## src/hw/rtl/integer_instruction_execute_macros.svh

```systemverilog
// Assertion macros shared by the execute unit.
`ifndef INTEGER_INSTRUCTION_EXECUTE_MACROS_SVH
`define INTEGER_INSTRUCTION_EXECUTE_MACROS_SVH

// Checked only outside reset.
`define IIE_ASSERT(label, prop, msg) \
   label: assert property (@(posedge clock) disable iff (reset) prop) \
      else $error(msg);

// Checked on every edge, reset included.
`define IIE_ASSERT_RST(label, prop, msg) \
   label: assert property (@(posedge clock) prop) \
      else $error(msg);

`endif

```

## src/hw/rtl/iie_pkg.sv

```systemverilog
// Types, opcodes and constants of the integer execute unit.
package iie_pkg;

   localparam int NUM_REGS = 32;
   localparam int RegIdxW  = $clog2(NUM_REGS);
   localparam logic [4:0] LINK_REG = 5'd31;

   typedef logic [5:0]  op_type;
   typedef logic [5:0]  func_type;
   typedef logic [4:0]  reg_num_type;
   typedef logic [15:0] imm_short_type;
   typedef logic [25:0] imm_long_type;
   typedef logic [31:0] word_type;

   typedef enum logic [1:0] {
      ST_OK,
      ST_HALT,
      ST_ILLEGAL,
      ST_UNSUP
   } status_type;

   // set-compare kinds, taken from the low three bits of the code
   typedef enum logic [2:0] {
      CMP_EQ,
      CMP_NE,
      CMP_LT,
      CMP_GT,
      CMP_LE,
      CMP_GE
   } cmp_kind_type;

   // primary opcodes
   localparam op_type OP_RTYPE = 6'd0;
   localparam op_type OP_FLOAT = 6'd1;
   localparam op_type OP_J     = 6'd2;
   localparam op_type OP_JAL   = 6'd3;
   localparam op_type OP_BEQZ  = 6'd4;
   localparam op_type OP_BNEZ  = 6'd5;
   localparam op_type OP_ADDI  = 6'd8;
   localparam op_type OP_ADDUI = 6'd9;
   localparam op_type OP_SUBI  = 6'd10;
   localparam op_type OP_SUBUI = 6'd11;
   localparam op_type OP_ANDI  = 6'd12;
   localparam op_type OP_ORI   = 6'd13;
   localparam op_type OP_XORI  = 6'd14;
   localparam op_type OP_LHI   = 6'd15;
   localparam op_type OP_RFE   = 6'd16;
   localparam op_type OP_TRAP  = 6'd17;
   localparam op_type OP_JR    = 6'd18;
   localparam op_type OP_JALR  = 6'd19;
   localparam op_type OP_SLLI  = 6'd20;
   localparam op_type OP_SRLI  = 6'd22;
   localparam op_type OP_SRAI  = 6'd23;
   localparam op_type OP_SEQI  = 6'd24;
   localparam op_type OP_SNEI  = 6'd25;
   localparam op_type OP_SLTI  = 6'd26;
   localparam op_type OP_SGTI  = 6'd27;
   localparam op_type OP_SLEI  = 6'd28;
   localparam op_type OP_SGEI  = 6'd29;
   localparam op_type OP_LB    = 6'd32;
   localparam op_type OP_LH    = 6'd33;
   localparam op_type OP_LW    = 6'd35;
   localparam op_type OP_LBU   = 6'd36;
   localparam op_type OP_LHU   = 6'd37;
   localparam op_type OP_SB    = 6'd40;
   localparam op_type OP_SH    = 6'd41;
   localparam op_type OP_SW    = 6'd43;
   localparam op_type OP_SEQUI = 6'd48;
   localparam op_type OP_SNEUI = 6'd49;
   localparam op_type OP_SLTUI = 6'd50;
   localparam op_type OP_SGTUI = 6'd51;
   localparam op_type OP_SLEUI = 6'd52;
   localparam op_type OP_SGEUI = 6'd53;

   // R-format function codes
   localparam func_type FN_NOP    = 6'd0;
   localparam func_type FN_HALT   = 6'd1;
   localparam func_type FN_WAIT   = 6'd2;
   localparam func_type FN_SLL    = 6'd4;
   localparam func_type FN_SRL    = 6'd6;
   localparam func_type FN_SRA    = 6'd7;
   localparam func_type FN_SEQU   = 6'd16;
   localparam func_type FN_SNEU   = 6'd17;
   localparam func_type FN_SLTU   = 6'd18;
   localparam func_type FN_SGTU   = 6'd19;
   localparam func_type FN_SLEU   = 6'd20;
   localparam func_type FN_SGEU   = 6'd21;
   localparam func_type FN_ADD    = 6'd32;
   localparam func_type FN_ADDU   = 6'd33;
   localparam func_type FN_SUB    = 6'd34;
   localparam func_type FN_SUBU   = 6'd35;
   localparam func_type FN_AND    = 6'd36;
   localparam func_type FN_OR     = 6'd37;
   localparam func_type FN_XOR    = 6'd38;
   localparam func_type FN_SEQ    = 6'd40;
   localparam func_type FN_SNE    = 6'd41;
   localparam func_type FN_SLT    = 6'd42;
   localparam func_type FN_SGT    = 6'd43;
   localparam func_type FN_SLE    = 6'd44;
   localparam func_type FN_SGE    = 6'd45;
   localparam func_type FN_MOVI2S = 6'd48;
   localparam func_type FN_MOVS2I = 6'd49;

endpackage

```

## src/hw/rtl/iie_if.sv

```systemverilog
// Request and response channel interfaces of the integer execute unit.
interface iie_req_if;
   import iie_pkg::*;

   logic          valid;
   logic          ready;
   op_type        op;
   func_type      func;
   reg_num_type   reg_a;
   reg_num_type   reg_b;
   reg_num_type   reg_c;
   imm_short_type imm_short;
   imm_long_type  imm_long;
   word_type      pc;

   modport source (
      output valid, op, func, reg_a, reg_b, reg_c, imm_short, imm_long, pc,
      input  ready
   );
   modport sink (
      input  valid, op, func, reg_a, reg_b, reg_c, imm_short, imm_long, pc,
      output ready
   );
endinterface

interface iie_rsp_if;
   import iie_pkg::*;

   logic        valid;
   logic        ready;
   word_type    next_pc;
   logic        write_enable;
   reg_num_type write_reg;
   word_type    write_value;
   status_type  status;

   modport source (
      output valid, next_pc, write_enable, write_reg, write_value, status,
      input  ready
   );
   modport sink (
      input  valid, next_pc, write_enable, write_reg, write_value, status,
      output ready
   );
endinterface

```

## src/hw/rtl/integer_instruction_execute.sv

```systemverilog
// Integer execute unit: register file, ALU, branch and jump resolution.
// A request is registered with its register-file reads, then its result in the response
// register; one instruction per cycle unless the response stalls. The register-file write of an
// instruction is forwarded into the operands of the instruction read in the same cycle.
// Reset clears the register-file valid bits at once, so every register reads zero after reset.
module integer_instruction_execute (
   input logic   clock,
   input logic   reset,
   iie_req_if.sink   req_bus,
   iie_rsp_if.source rsp_bus
);
   import iie_pkg::*;

   // register file storage plus per-entry valid bits
   word_type            rf_mem [NUM_REGS];
   logic [NUM_REGS-1:0] rf_vld_ff;

   // execute stage
   logic          s1_valid_ff;
   op_type        s1_op_ff;
   func_type      s1_func_ff;
   reg_num_type   s1_reg_a_ff;
   reg_num_type   s1_reg_b_ff;
   reg_num_type   s1_reg_c_ff;
   imm_short_type s1_imm_short_ff;
   imm_long_type  s1_imm_long_ff;
   word_type      s1_pc_ff;
   word_type      rd_a_ff;
   word_type      rd_b_ff;
   logic          vld_a_ff;
   logic          vld_b_ff;
   logic          byp_a_ff;
   logic          byp_b_ff;
   word_type      byp_val_ff;

   // response register
   logic        rsp_valid_ff;
   word_type    rsp_next_pc_ff;
   logic        rsp_we_ff;
   reg_num_type rsp_reg_ff;
   word_type    rsp_value_ff;
   status_type  rsp_status_ff;

   logic        req_ready;
   logic        req_xfer;
   logic        out_adv;
   logic        byp_a_in;
   logic        byp_b_in;

   word_type    opa;
   word_type    opb;
   word_type    simm;
   word_type    zimm;
   word_type    slong;
   word_type    npc;
   word_type    val;
   logic        wr;
   reg_num_type dst;
   status_type  st;
   logic        wr_final;
   reg_num_type dst_final;
   word_type    val_final;

   function automatic logic in_range(reg_num_type r);
      return {1'b0, r} < 6'(NUM_REGS);
   endfunction

   function automatic word_type setcmp(logic [2:0] code, word_type x, word_type y,
                                       logic uns);
      logic lt;
      logic gt;
      logic r;
      lt = uns ? (x < y) : ($signed(x) < $signed(y));
      gt = uns ? (x > y) : ($signed(x) > $signed(y));
      case (cmp_kind_type'(code))
         CMP_EQ:  r = (x == y);
         CMP_NE:  r = (x != y);
         CMP_LT:  r = lt;
         CMP_GT:  r = gt;
         CMP_LE:  r = !gt;
         default: r = !lt;
      endcase
      return {31'b0, r};
   endfunction

   // handshake
   assign out_adv   = s1_valid_ff && (!rsp_valid_ff || rsp_bus.ready);
   assign req_ready = !s1_valid_ff || out_adv;
   assign req_xfer  = req_bus.valid && req_ready;
   assign req_bus.ready = req_ready;

   // the write leaving the execute stage lands at the same edge as the new read
   assign byp_a_in = out_adv && wr_final && (dst_final == req_bus.reg_a);
   assign byp_b_in = out_adv && wr_final && (dst_final == req_bus.reg_b);

   always_ff @(posedge clock) begin
      if (out_adv && wr_final) begin
         rf_mem[dst_final[RegIdxW-1:0]] <= val_final;
      end
   end

   always_ff @(posedge clock) begin
      if (reset) begin
         rf_vld_ff <= '0;
      end else if (out_adv && wr_final) begin
         rf_vld_ff[dst_final[RegIdxW-1:0]] <= 1'b1;
      end
   end

   always_ff @(posedge clock) begin
      if (req_xfer) begin
         rd_a_ff  <= rf_mem[req_bus.reg_a[RegIdxW-1:0]];
         rd_b_ff  <= rf_mem[req_bus.reg_b[RegIdxW-1:0]];
         vld_a_ff <= rf_vld_ff[req_bus.reg_a[RegIdxW-1:0]];
         vld_b_ff <= rf_vld_ff[req_bus.reg_b[RegIdxW-1:0]];
         byp_val_ff      <= val_final;
         s1_op_ff        <= req_bus.op;
         s1_func_ff      <= req_bus.func;
         s1_reg_a_ff     <= req_bus.reg_a;
         s1_reg_b_ff     <= req_bus.reg_b;
         s1_reg_c_ff     <= req_bus.reg_c;
         s1_imm_short_ff <= req_bus.imm_short;
         s1_imm_long_ff  <= req_bus.imm_long;
         s1_pc_ff        <= req_bus.pc;
      end
   end

   always_ff @(posedge clock) begin
      if (reset) begin
         s1_valid_ff <= 1'b0;
         byp_a_ff    <= 1'b0;
         byp_b_ff    <= 1'b0;
      end else if (req_xfer) begin
         s1_valid_ff <= 1'b1;
         byp_a_ff    <= byp_a_in;
         byp_b_ff    <= byp_b_in;
      end else if (out_adv) begin
         s1_valid_ff <= 1'b0;
         byp_a_ff    <= 1'b0;
         byp_b_ff    <= 1'b0;
      end
   end

   // operand select: register zero and out-of-range numbers read zero
   always_comb begin
      opa = '0;
      opb = '0;
      if (s1_reg_a_ff != '0 && in_range(s1_reg_a_ff)) begin
         opa = byp_a_ff ? byp_val_ff : (vld_a_ff ? rd_a_ff : '0);
      end
      if (s1_reg_b_ff != '0 && in_range(s1_reg_b_ff)) begin
         opb = byp_b_ff ? byp_val_ff : (vld_b_ff ? rd_b_ff : '0);
      end
   end

   assign simm  = {{16{s1_imm_short_ff[15]}}, s1_imm_short_ff};
   assign zimm  = {16'b0, s1_imm_short_ff};
   assign slong = {{6{s1_imm_long_ff[25]}}, s1_imm_long_ff};

   always_comb begin
      npc = s1_pc_ff;
      wr  = 1'b1;
      val = '0;
      st  = ST_OK;
      dst = s1_reg_b_ff;
      if (s1_op_ff == OP_RTYPE) begin
         dst = s1_reg_c_ff;
         case (s1_func_ff)
            FN_NOP, FN_WAIT: wr = 1'b0;
            FN_HALT: begin
               wr = 1'b0;
               st = ST_HALT;
            end
            FN_SLL: val = opa << opb[4:0];
            FN_SRL: val = opa >> opb[4:0];
            FN_SRA: val = word_type'($signed(opa) >>> opb[4:0]);
            FN_SEQU, FN_SNEU, FN_SLTU, FN_SGTU, FN_SLEU, FN_SGEU:
               val = setcmp(s1_func_ff[2:0], opa, opb, 1'b1);
            FN_ADD, FN_ADDU: val = opa + opb;
            FN_SUB, FN_SUBU: val = opa - opb;
            FN_AND: val = opa & opb;
            FN_OR:  val = opa | opb;
            FN_XOR: val = opa ^ opb;
            FN_SEQ, FN_SNE, FN_SLT, FN_SGT, FN_SLE, FN_SGE:
               val = setcmp(s1_func_ff[2:0], opa, opb, 1'b0);
            FN_MOVI2S, FN_MOVS2I: begin
               wr = 1'b0;
               st = ST_UNSUP;
            end
            default: begin
               wr = 1'b0;
               st = ST_ILLEGAL;
            end
         endcase
      end else begin
         case (s1_op_ff)
            OP_FLOAT, OP_RFE, OP_TRAP, OP_LB, OP_LH, OP_LW, OP_LBU, OP_LHU,
            OP_SB, OP_SH, OP_SW: begin
               wr = 1'b0;
               st = ST_UNSUP;
            end
            OP_J: begin
               wr  = 1'b0;
               npc = s1_pc_ff + slong;
            end
            OP_JAL: begin
               dst = LINK_REG;
               val = s1_pc_ff;
               npc = s1_pc_ff + slong;
            end
            OP_BEQZ: begin
               wr = 1'b0;
               if (opa == '0) npc = s1_pc_ff + simm;
            end
            OP_BNEZ: begin
               wr = 1'b0;
               if (opa != '0) npc = s1_pc_ff + simm;
            end
            OP_ADDI, OP_ADDUI: val = opa + simm;
            OP_SUBI, OP_SUBUI: val = opa - simm;
            OP_ANDI: val = opa & simm;
            OP_ORI:  val = opa | simm;
            OP_XORI: val = opa ^ simm;
            OP_LHI:  val = {s1_imm_short_ff, 16'b0};
            OP_JR: begin
               wr  = 1'b0;
               npc = opa;
            end
            OP_JALR: begin
               dst = LINK_REG;
               val = s1_pc_ff;
               npc = opa;
            end
            OP_SLLI: val = opa << s1_imm_short_ff[4:0];
            OP_SRLI: val = opa >> s1_imm_short_ff[4:0];
            OP_SRAI: val = word_type'($signed(opa) >>> s1_imm_short_ff[4:0]);
            OP_SEQI, OP_SNEI, OP_SLTI, OP_SGTI, OP_SLEI, OP_SGEI:
               val = setcmp(s1_op_ff[2:0], opa, simm, 1'b0);
            OP_SEQUI, OP_SNEUI, OP_SLTUI, OP_SGTUI, OP_SLEUI, OP_SGEUI:
               val = setcmp(s1_op_ff[2:0], opa, zimm, 1'b1);
            default: begin
               wr = 1'b0;
               st = ST_ILLEGAL;
            end
         endcase
      end
   end

   // writes to register zero or past the file are dropped and reported as none
   assign wr_final  = wr && (dst != '0) && in_range(dst);
   assign dst_final = wr_final ? dst : '0;
   assign val_final = wr_final ? val : '0;

   always_ff @(posedge clock) begin
      if (reset) begin
         rsp_valid_ff <= 1'b0;
      end else if (out_adv) begin
         rsp_valid_ff <= 1'b1;
      end else if (rsp_bus.ready) begin
         rsp_valid_ff <= 1'b0;
      end
   end

   always_ff @(posedge clock) begin
      if (out_adv) begin
         rsp_next_pc_ff <= npc;
         rsp_we_ff      <= wr_final;
         rsp_reg_ff     <= dst_final;
         rsp_value_ff   <= val_final;
         rsp_status_ff  <= st;
      end
   end

   assign rsp_bus.valid        = rsp_valid_ff;
   assign rsp_bus.next_pc      = rsp_next_pc_ff;
   assign rsp_bus.write_enable = rsp_we_ff;
   assign rsp_bus.write_reg    = rsp_reg_ff;
   assign rsp_bus.write_value  = rsp_value_ff;
   assign rsp_bus.status       = rsp_status_ff;

`include "integer_instruction_execute_macros.svh"

   `IIE_ASSERT_RST(a_reset_clears_rsp, reset |=> !rsp_bus.valid, "response valid after reset")
   `IIE_ASSERT(a_no_write_r0, rsp_bus.valid && rsp_bus.write_enable |-> rsp_bus.write_reg != '0, "write to register zero reported")
   `IIE_ASSERT(a_fault_no_write, rsp_bus.valid && rsp_bus.status != ST_OK |-> !rsp_bus.write_enable, "register write on halt or fault")
   `IIE_ASSERT(a_bypass_needs_item, byp_a_ff || byp_b_ff |-> s1_valid_ff, "forwarding flag without an instruction in execute")

endmodule
```

## src/flat_wrapper.sv

```systemverilog
// flat-port wrapper written by rule: the top's interface ports become plain ports
module integer_instruction_execute_flat import iie_pkg::*;
  (clock, reset, req_bus_valid, req_bus_op, req_bus_func, req_bus_reg_a, req_bus_reg_b, req_bus_reg_c, req_bus_imm_short, req_bus_imm_long, req_bus_pc, req_bus_ready, rsp_bus_valid, rsp_bus_next_pc, rsp_bus_write_enable, rsp_bus_write_reg, rsp_bus_write_value, rsp_bus_status, rsp_bus_ready);
  iie_req_if req_bus_i ();
  iie_rsp_if rsp_bus_i ();
  input logic clock;
  input logic reset;
  input wire logic [$bits(req_bus_i.valid)-1:0] req_bus_valid;
  input wire logic [$bits(req_bus_i.op)-1:0] req_bus_op;
  input wire logic [$bits(req_bus_i.func)-1:0] req_bus_func;
  input wire logic [$bits(req_bus_i.reg_a)-1:0] req_bus_reg_a;
  input wire logic [$bits(req_bus_i.reg_b)-1:0] req_bus_reg_b;
  input wire logic [$bits(req_bus_i.reg_c)-1:0] req_bus_reg_c;
  input wire logic [$bits(req_bus_i.imm_short)-1:0] req_bus_imm_short;
  input wire logic [$bits(req_bus_i.imm_long)-1:0] req_bus_imm_long;
  input wire logic [$bits(req_bus_i.pc)-1:0] req_bus_pc;
  output wire logic [$bits(req_bus_i.ready)-1:0] req_bus_ready;
  output wire logic [$bits(rsp_bus_i.valid)-1:0] rsp_bus_valid;
  output wire logic [$bits(rsp_bus_i.next_pc)-1:0] rsp_bus_next_pc;
  output wire logic [$bits(rsp_bus_i.write_enable)-1:0] rsp_bus_write_enable;
  output wire logic [$bits(rsp_bus_i.write_reg)-1:0] rsp_bus_write_reg;
  output wire logic [$bits(rsp_bus_i.write_value)-1:0] rsp_bus_write_value;
  output wire logic [$bits(rsp_bus_i.status)-1:0] rsp_bus_status;
  input wire logic [$bits(rsp_bus_i.ready)-1:0] rsp_bus_ready;
  assign req_bus_i.valid = req_bus_valid;
  assign req_bus_i.op = req_bus_op;
  assign req_bus_i.func = req_bus_func;
  assign req_bus_i.reg_a = req_bus_reg_a;
  assign req_bus_i.reg_b = req_bus_reg_b;
  assign req_bus_i.reg_c = req_bus_reg_c;
  assign req_bus_i.imm_short = req_bus_imm_short;
  assign req_bus_i.imm_long = req_bus_imm_long;
  assign req_bus_i.pc = req_bus_pc;
  assign req_bus_ready = req_bus_i.ready;
  assign rsp_bus_valid = rsp_bus_i.valid;
  assign rsp_bus_next_pc = rsp_bus_i.next_pc;
  assign rsp_bus_write_enable = rsp_bus_i.write_enable;
  assign rsp_bus_write_reg = rsp_bus_i.write_reg;
  assign rsp_bus_write_value = rsp_bus_i.write_value;
  assign rsp_bus_status = rsp_bus_i.status;
  assign rsp_bus_i.ready = rsp_bus_ready;
  integer_instruction_execute u_core (.clock(clock), .reset(reset), .req_bus(req_bus_i), .rsp_bus(rsp_bus_i));
endmodule
```

## config.mk

```make
export PLATFORM = sky130hd
export DESIGN_NAME = integer_instruction_execute_flat
export DESIGN_NICKNAME = d
export VERILOG_FILES = /design/src/hw/rtl/iie_pkg.sv /design/src/hw/rtl/iie_if.sv /design/src/hw/rtl/integer_instruction_execute.sv /design/src/flat_wrapper.sv
export VERILOG_INCLUDE_DIRS = /design/src /design/src/hw/rtl
export SDC_FILE = /design/constraint.sdc
export NUM_CORES = 2
export LEC_CHECK = 0
export BUFFER_PORTS_ARGS = -buffer_cell sky130_fd_sc_hd__buf_2
export CAP_MARGIN = 20
export CORE_AREA = 4 4 372 448
export DETAILED_ROUTE_END_ITERATION = 6
export DIE_AREA = 0 0 376 452
export PLACE_DENSITY = 0.66
export SYNTH_ARGS = -nofsm -noshare
export SYNTH_HDL_FRONTEND = slang
export SYNTH_SLANG_ARGS = --single-unit
export TNS_END_PERCENT = 5
```

## constraint.sdc

```tcl
create_clock -name clock -period 19.3 [get_ports clock]
set_clock_uncertainty 0.1 [all_clocks]
set_input_delay 4.825 -clock clock [delete_from_list [all_inputs] [get_ports clock]]
set_output_delay 4.825 -clock clock [all_outputs]
set_load 0.005 [all_outputs]
```

* Word-level counts from Yosys, hierarchy flattened
Memory sizes are Yosys's and may differ from the RTL's. A register that Yosys moved wholly into a read port is not among the register bits. Index checks and enable logic that the tools add are counted.
Word-level totals: RAM bits 1024, memories 1, bits in registers 243, input bits 105
Memory list:
- u_core.rf_mem | depth 32, bits a word 32, read ports 2, clocked after memory_dff 2, write ports 1, line integer_instruction_execute.sv:15 | word_type rf_mem [NUM_REGS];
Cells by class: bitwise operators 7, $add $sub $neg 6, mux-type cells 41, shift operators 6, equal/unequal tests 82, magnitude comparators 12, reductions and logical operators 47
Operators by type and width (number):
- $pmux W32 S12 | 1
- $mux W32 | 11
- $pmux W32 S10 | 1
- $eq A6 B6 Y1 const B | 29
- $add A32 B32 Y32 | 4
- $pmux W32 S4 | 1
- $eq A6 B5 Y1 const B | 19
- $or A32 B32 Y32 | 3
- $and A32 B32 Y32 | 2
- $eq A32 B32 Y1 | 2
- $gt A32 B16 Y1 | 2
- $gt A32 B32 Y1 | 2
- $lt A32 B16 Y1 | 2
- $lt A32 B32 Y1 | 2
- $ne A32 B32 Y1 | 2
- $shl A32 B5 Y32 | 2
- $shr A32 B5 Y32 | 2
- $sshr A32 B5 Y32 | 2
- $sub A32 B32 Y32 | 2
- $xor A32 B32 Y32 | 2
- $eq A6 B4 Y1 const B | 8
- $eq A32 B16 Y1 | 1
- $logic_not A32 Y1 | 1
- $ne A32 B16 Y1 | 1
- other kinds (32) | 97

* Longest topological paths before layout
word-level depth 12, depth in mapped cells 20, gate-level depth less buffers 15

* Worst setup path after synthesis
No wires, ideal clock.
kind input to register, start in rsp_bus_ready, end mem u_core.rf_mem[17][0] in the netlist's numbering, enable pin, buffers on the path 0, cell stages on the path 4, setup time 0.422 ns, slack 7.944 ns, data arrival time 10.834 ns, path through nor2b_1 > nor2b_1 > nand3_1 > nor2_1
On the way: longest elaborated chain between the ends 5
RTL lines:
- start: declaration | line flat_wrapper.sv:24 | input wire logic [$bits(rsp_bus_i.ready)-1:0] rsp_bus_ready;
- $logic_or A1 B1 Y1 | line integer_instruction_execute.sv:87 | assign out_adv = s1_valid_ff && (!rsp_valid_ff || rsp_bus.ready);
- $logic_and A1 B1 Y1 | line integer_instruction_execute.sv:87
- named net u_core.out_adv | line integer_instruction_execute.sv:46 | logic out_adv;
- $logic_and A1 B1 Y1 | line integer_instruction_execute.sv:97 | if (out_adv && wr_final) begin
- $mux W1 | line integer_instruction_execute.sv:97
- $mux W1 (not written as such) | line integer_instruction_execute.sv:98 | rf_mem[dst_final[RegIdxW-1:0]] <= val_final;
- end: declaration | line integer_instruction_execute.sv:15
The timed path passes the listed nets, and every way through them passes these cells.

* Worst setup path after layout
start in rsp_bus_ready, end out req_bus_ready
On the way: longest elaborated chain between the ends 3
RTL lines:
- $logic_or A1 B1 Y1 | line integer_instruction_execute.sv:87
- $logic_and A1 B1 Y1 | line integer_instruction_execute.sv:87
- $logic_or A1 B1 Y1 | line integer_instruction_execute.sv:88 | assign req_ready = !s1_valid_ff || out_adv;
- end: declaration | line flat_wrapper.sv:17 | output wire logic [$bits(req_bus_i.ready)-1:0] req_bus_ready;
Every way passes these cells.

==> impl_metrics.json <==
{
  "seqPwrFrac_pct": 45.9,
  "ys_ff_latch": 1331,
  "synth_edf_count": 1295,
  "min_period_ns": 10.54,
  "rsz0062_at_grt": "false",
  "utilization_pct": 55.3,
  "grt_max_degree": 171,
  "hold_buffers": 0,
  "drive_gt1_share_pct": 23.7,
  "yosys_warnings": 0,
  "yosysTopAreaCell": "edfxtp_1",
  "syn_inst": 6116,
  "yosys-top-cells-area": "edfxtp_1 48%, mux4_2 19%, ha_1 4.0%, nand2_1 2.1%, a21oi_1 2.1%",
  "post_synth_num_cell_types": 99,
  "die_h_um": 452,
  "violations": "design-rule violations",
  "drt-initial-drc-count": 7794,
  "drt_first_pass_iters": 7,
  "largest_reg_flops": 1024,
  "cp_top_family": "simple AND/OR/NAND/NOR gates",
  "cts_setup_buffers": 0,
  "port_buffers": 178,
  "fp.dieW_um": 376,
  "final_nets": 6611,
  "ys_seq_area_share_pct": 49.0,
  "slew_violations": 0,
  "io_pins": 179,
  "run_status": "finished with violations",
  "dpl.hpwl_um": 212000,
  "synthToLayoutAreaGrowth_pct": 10.8,
  "ir_worst_vdd_v": 0.000108,
  "path_max_fanout": 4,
  "cts_made_buffers": 135,
  "start_util_pct": 49.9,
  "synth_ff_type": "edfxtp_1",
  "placed_cells": 8234,
  "maxCapViolCount": 0,
  "final_cell_count_no_fill": 8494,
  "cts_root_buf": "clkbuf_16",
  "via_per_inst": 7.16,
  "critPathLaunchType": "input pin",
  "max_freq_mhz": 94.9,
  "fin_ws_ns": 8.76,
  "p_leak_nw": 30.6,
  "crit_required_ns": 14.38,
  "antenna_found_initial": 18,
  "place_ws_ns": 8.79,
  "p_sw_mw": 1.95,
  "finish.instance_area_um2": 89500,
  "relSlewSlack_pct": 13.3,
  "place_area_um2": 84900,
  "cp_slowest_cell": "nor2b_1",
  "hp-class": "reg -> reg",
  "hold_violations": 0,
  "clkPwrFrac_pct": 37.6,
  "final.setup.tns_ns": 0,
  "period_share_pct": 54.6,
  "wl_per_cell_um": 37.3,
  "ys_async_sr_fraction_pct": 0,
  "crit_buf_inv": 2,
  "p_comb_share_pct": 16.5,
  "drc_errors": 2,
  "grt_first_pass_wirelength_um": 444000,
  "ant_nets": 0,
  "insertion_delay_ns": 0.81,
  "syn_avg_cell_area_um2": 13.2,
  "cts.path.max_buffers": 3,
  "critPathCaptureType": "primary output",
  "ctsResizeCount": 0,
  "p_int_mw": 5.18,
  "core_um2": 162000,
  "clk_pin_slew_ns": 0.06,
  "p_sw_share_pct": 27.4,
  "grtUsageTotal_pct": 36.8,
  "hold_ws_ns": 0.360,
  "gp_congestion": 1.06,
  "critPathKind": "in -> out",
  "vias": 60794,
  "cts_tree": "yes",
  "grt_overflow_total": 0,
  "crit_chain": "buf_2 > nor2b_1 > nand2_1 > buf_2",
  "synth_top_area_share_pct": 48.1,
  "core.rowCount": 162,
  "total_power_mw": 7.14,
  "power.density_nw_per_um2": 79.8,
  "cts_max_level": 4,
  "cp_common_cell": "buf_2",
  "clock-sinks": 1331,
  "wl_um": 316000,
  "crit_path_max_incr_delay_ns": 0.37,
  "arrival_ns": 5.62,
  "die_area_um2": 170000,
  "final_cell_mix": "1295 x edfxtp_1, 690 x mux4_2, 452 x nand2_1",
  "setup_viol": 0,
  "synth_area_um2": 80800,
  "grt_pass1_vias": 60051,
  "tightestPinTransition_ns": 1.30,
  "mostFrequentLayoutCell": "edfxtp_1"
}
power groups by stage:
stage	registers [mW]	clock network, mW	logic, mW
3_3_place_gp	3.34	0	1.13
5_1_grt	3.28	2.85	1.23
3_5_place_dp	3.34	0	1.14
2_1_floorplan	3.31	0	0.751
4_1_cts	3.28	2.72	1.14
6_report	3.28	2.68	1.18
worst min-delay path, delay by kind of cell, from the launching register on:
| family | cells | cell delay [ns] |
|---|---|---|
| and+or+nand+nor | 1 | 0.05 |
| DFF | 1 | 0.32 |
| AOI/OAI and AO/OA | 1 | 0.05 |
cell type report:
type	instances	area [um2]
Fill cell	13231	72500
Timing Repair Buffer	390	2600
Sequential cell	1331	39600
Inverter	161	609
Multi-Input combinational cell	4225	39400
Clock buffer	164	3540
Clock inverter	79	978
Antenna cell	12	30.0
Tap cell	2132	2670
per-layer routing:
| layer | share of wire [%] | vias up | GRT usage [%] |
|---|---|---|---|
| met5 | 0.0098 | - | 0 |
| met4 | 9.1 | 6 | 27.1 |
| met3 | 9.5 | 1043 | 8.10 |
| met2 | 47 | 3852 | 59.4 |
| met1 | 34 | 30960 | 43.7 |
| li1 | - | 24933 | - |
logic make-up (layout without fill, tap and decap cells):
logic type / count (synthesis) / after routing / synth area share, %
adders and majority gates: 262 / 262 / 4.11
AOI/OAI and AO/OA: 1482 / 1482 / 12.3
muxes: 936 / 936 / 22.5
other: 1 / 44 / 0.00464
buffers and inverters: 591 / 794 / 2.86
and+or+nand+nor: 1414 / 1414 / 8.10
DFF: 1331 / 1331 / 49.0
xor gates and xnor gates: 99 / 99 / 1.07
final timing paths:
kind	from	to	slack, ns	cells past startpoint
min reg2reg	u_core.byp_b_ff$_SDFFE_PP0P_	u_core.byp_b_ff$_SDFFE_PP0P_	0.36	2
max	rsp_bus_ready	req_bus_ready	8.76	4
max reg2reg	u_core.s1_reg_b_ff[2]$_DFFE_PP_	u_core.rf_mem[15][29]$_DFFE_PP_	12.13	16
min	u_core.byp_b_ff$_SDFFE_PP0P_	u_core.byp_b_ff$_SDFFE_PP0P_	0.36	2
synth_stat cells (38+ instances only):
cell	n
a21o_1	77
a22oi_1	48
a21oi_1	332
o21ai_0	305
edfxtp_1	1295
mux2_2	103
ha_1	256
a221oi_1	38
nand3_1	111
clkbuf_1	304
nor2_1	434
mux4_2	690
inv_1	148
and2_1	49
a31oi_1	50
xnor2_1	65
o22ai_1	79
nor3_1	84
nand2_1	452
a211oi_1	85
mux2i_1	141
o211ai_1	72
buf_1	81
nand2b_1	39
Power figures use the tool's default switching activity.
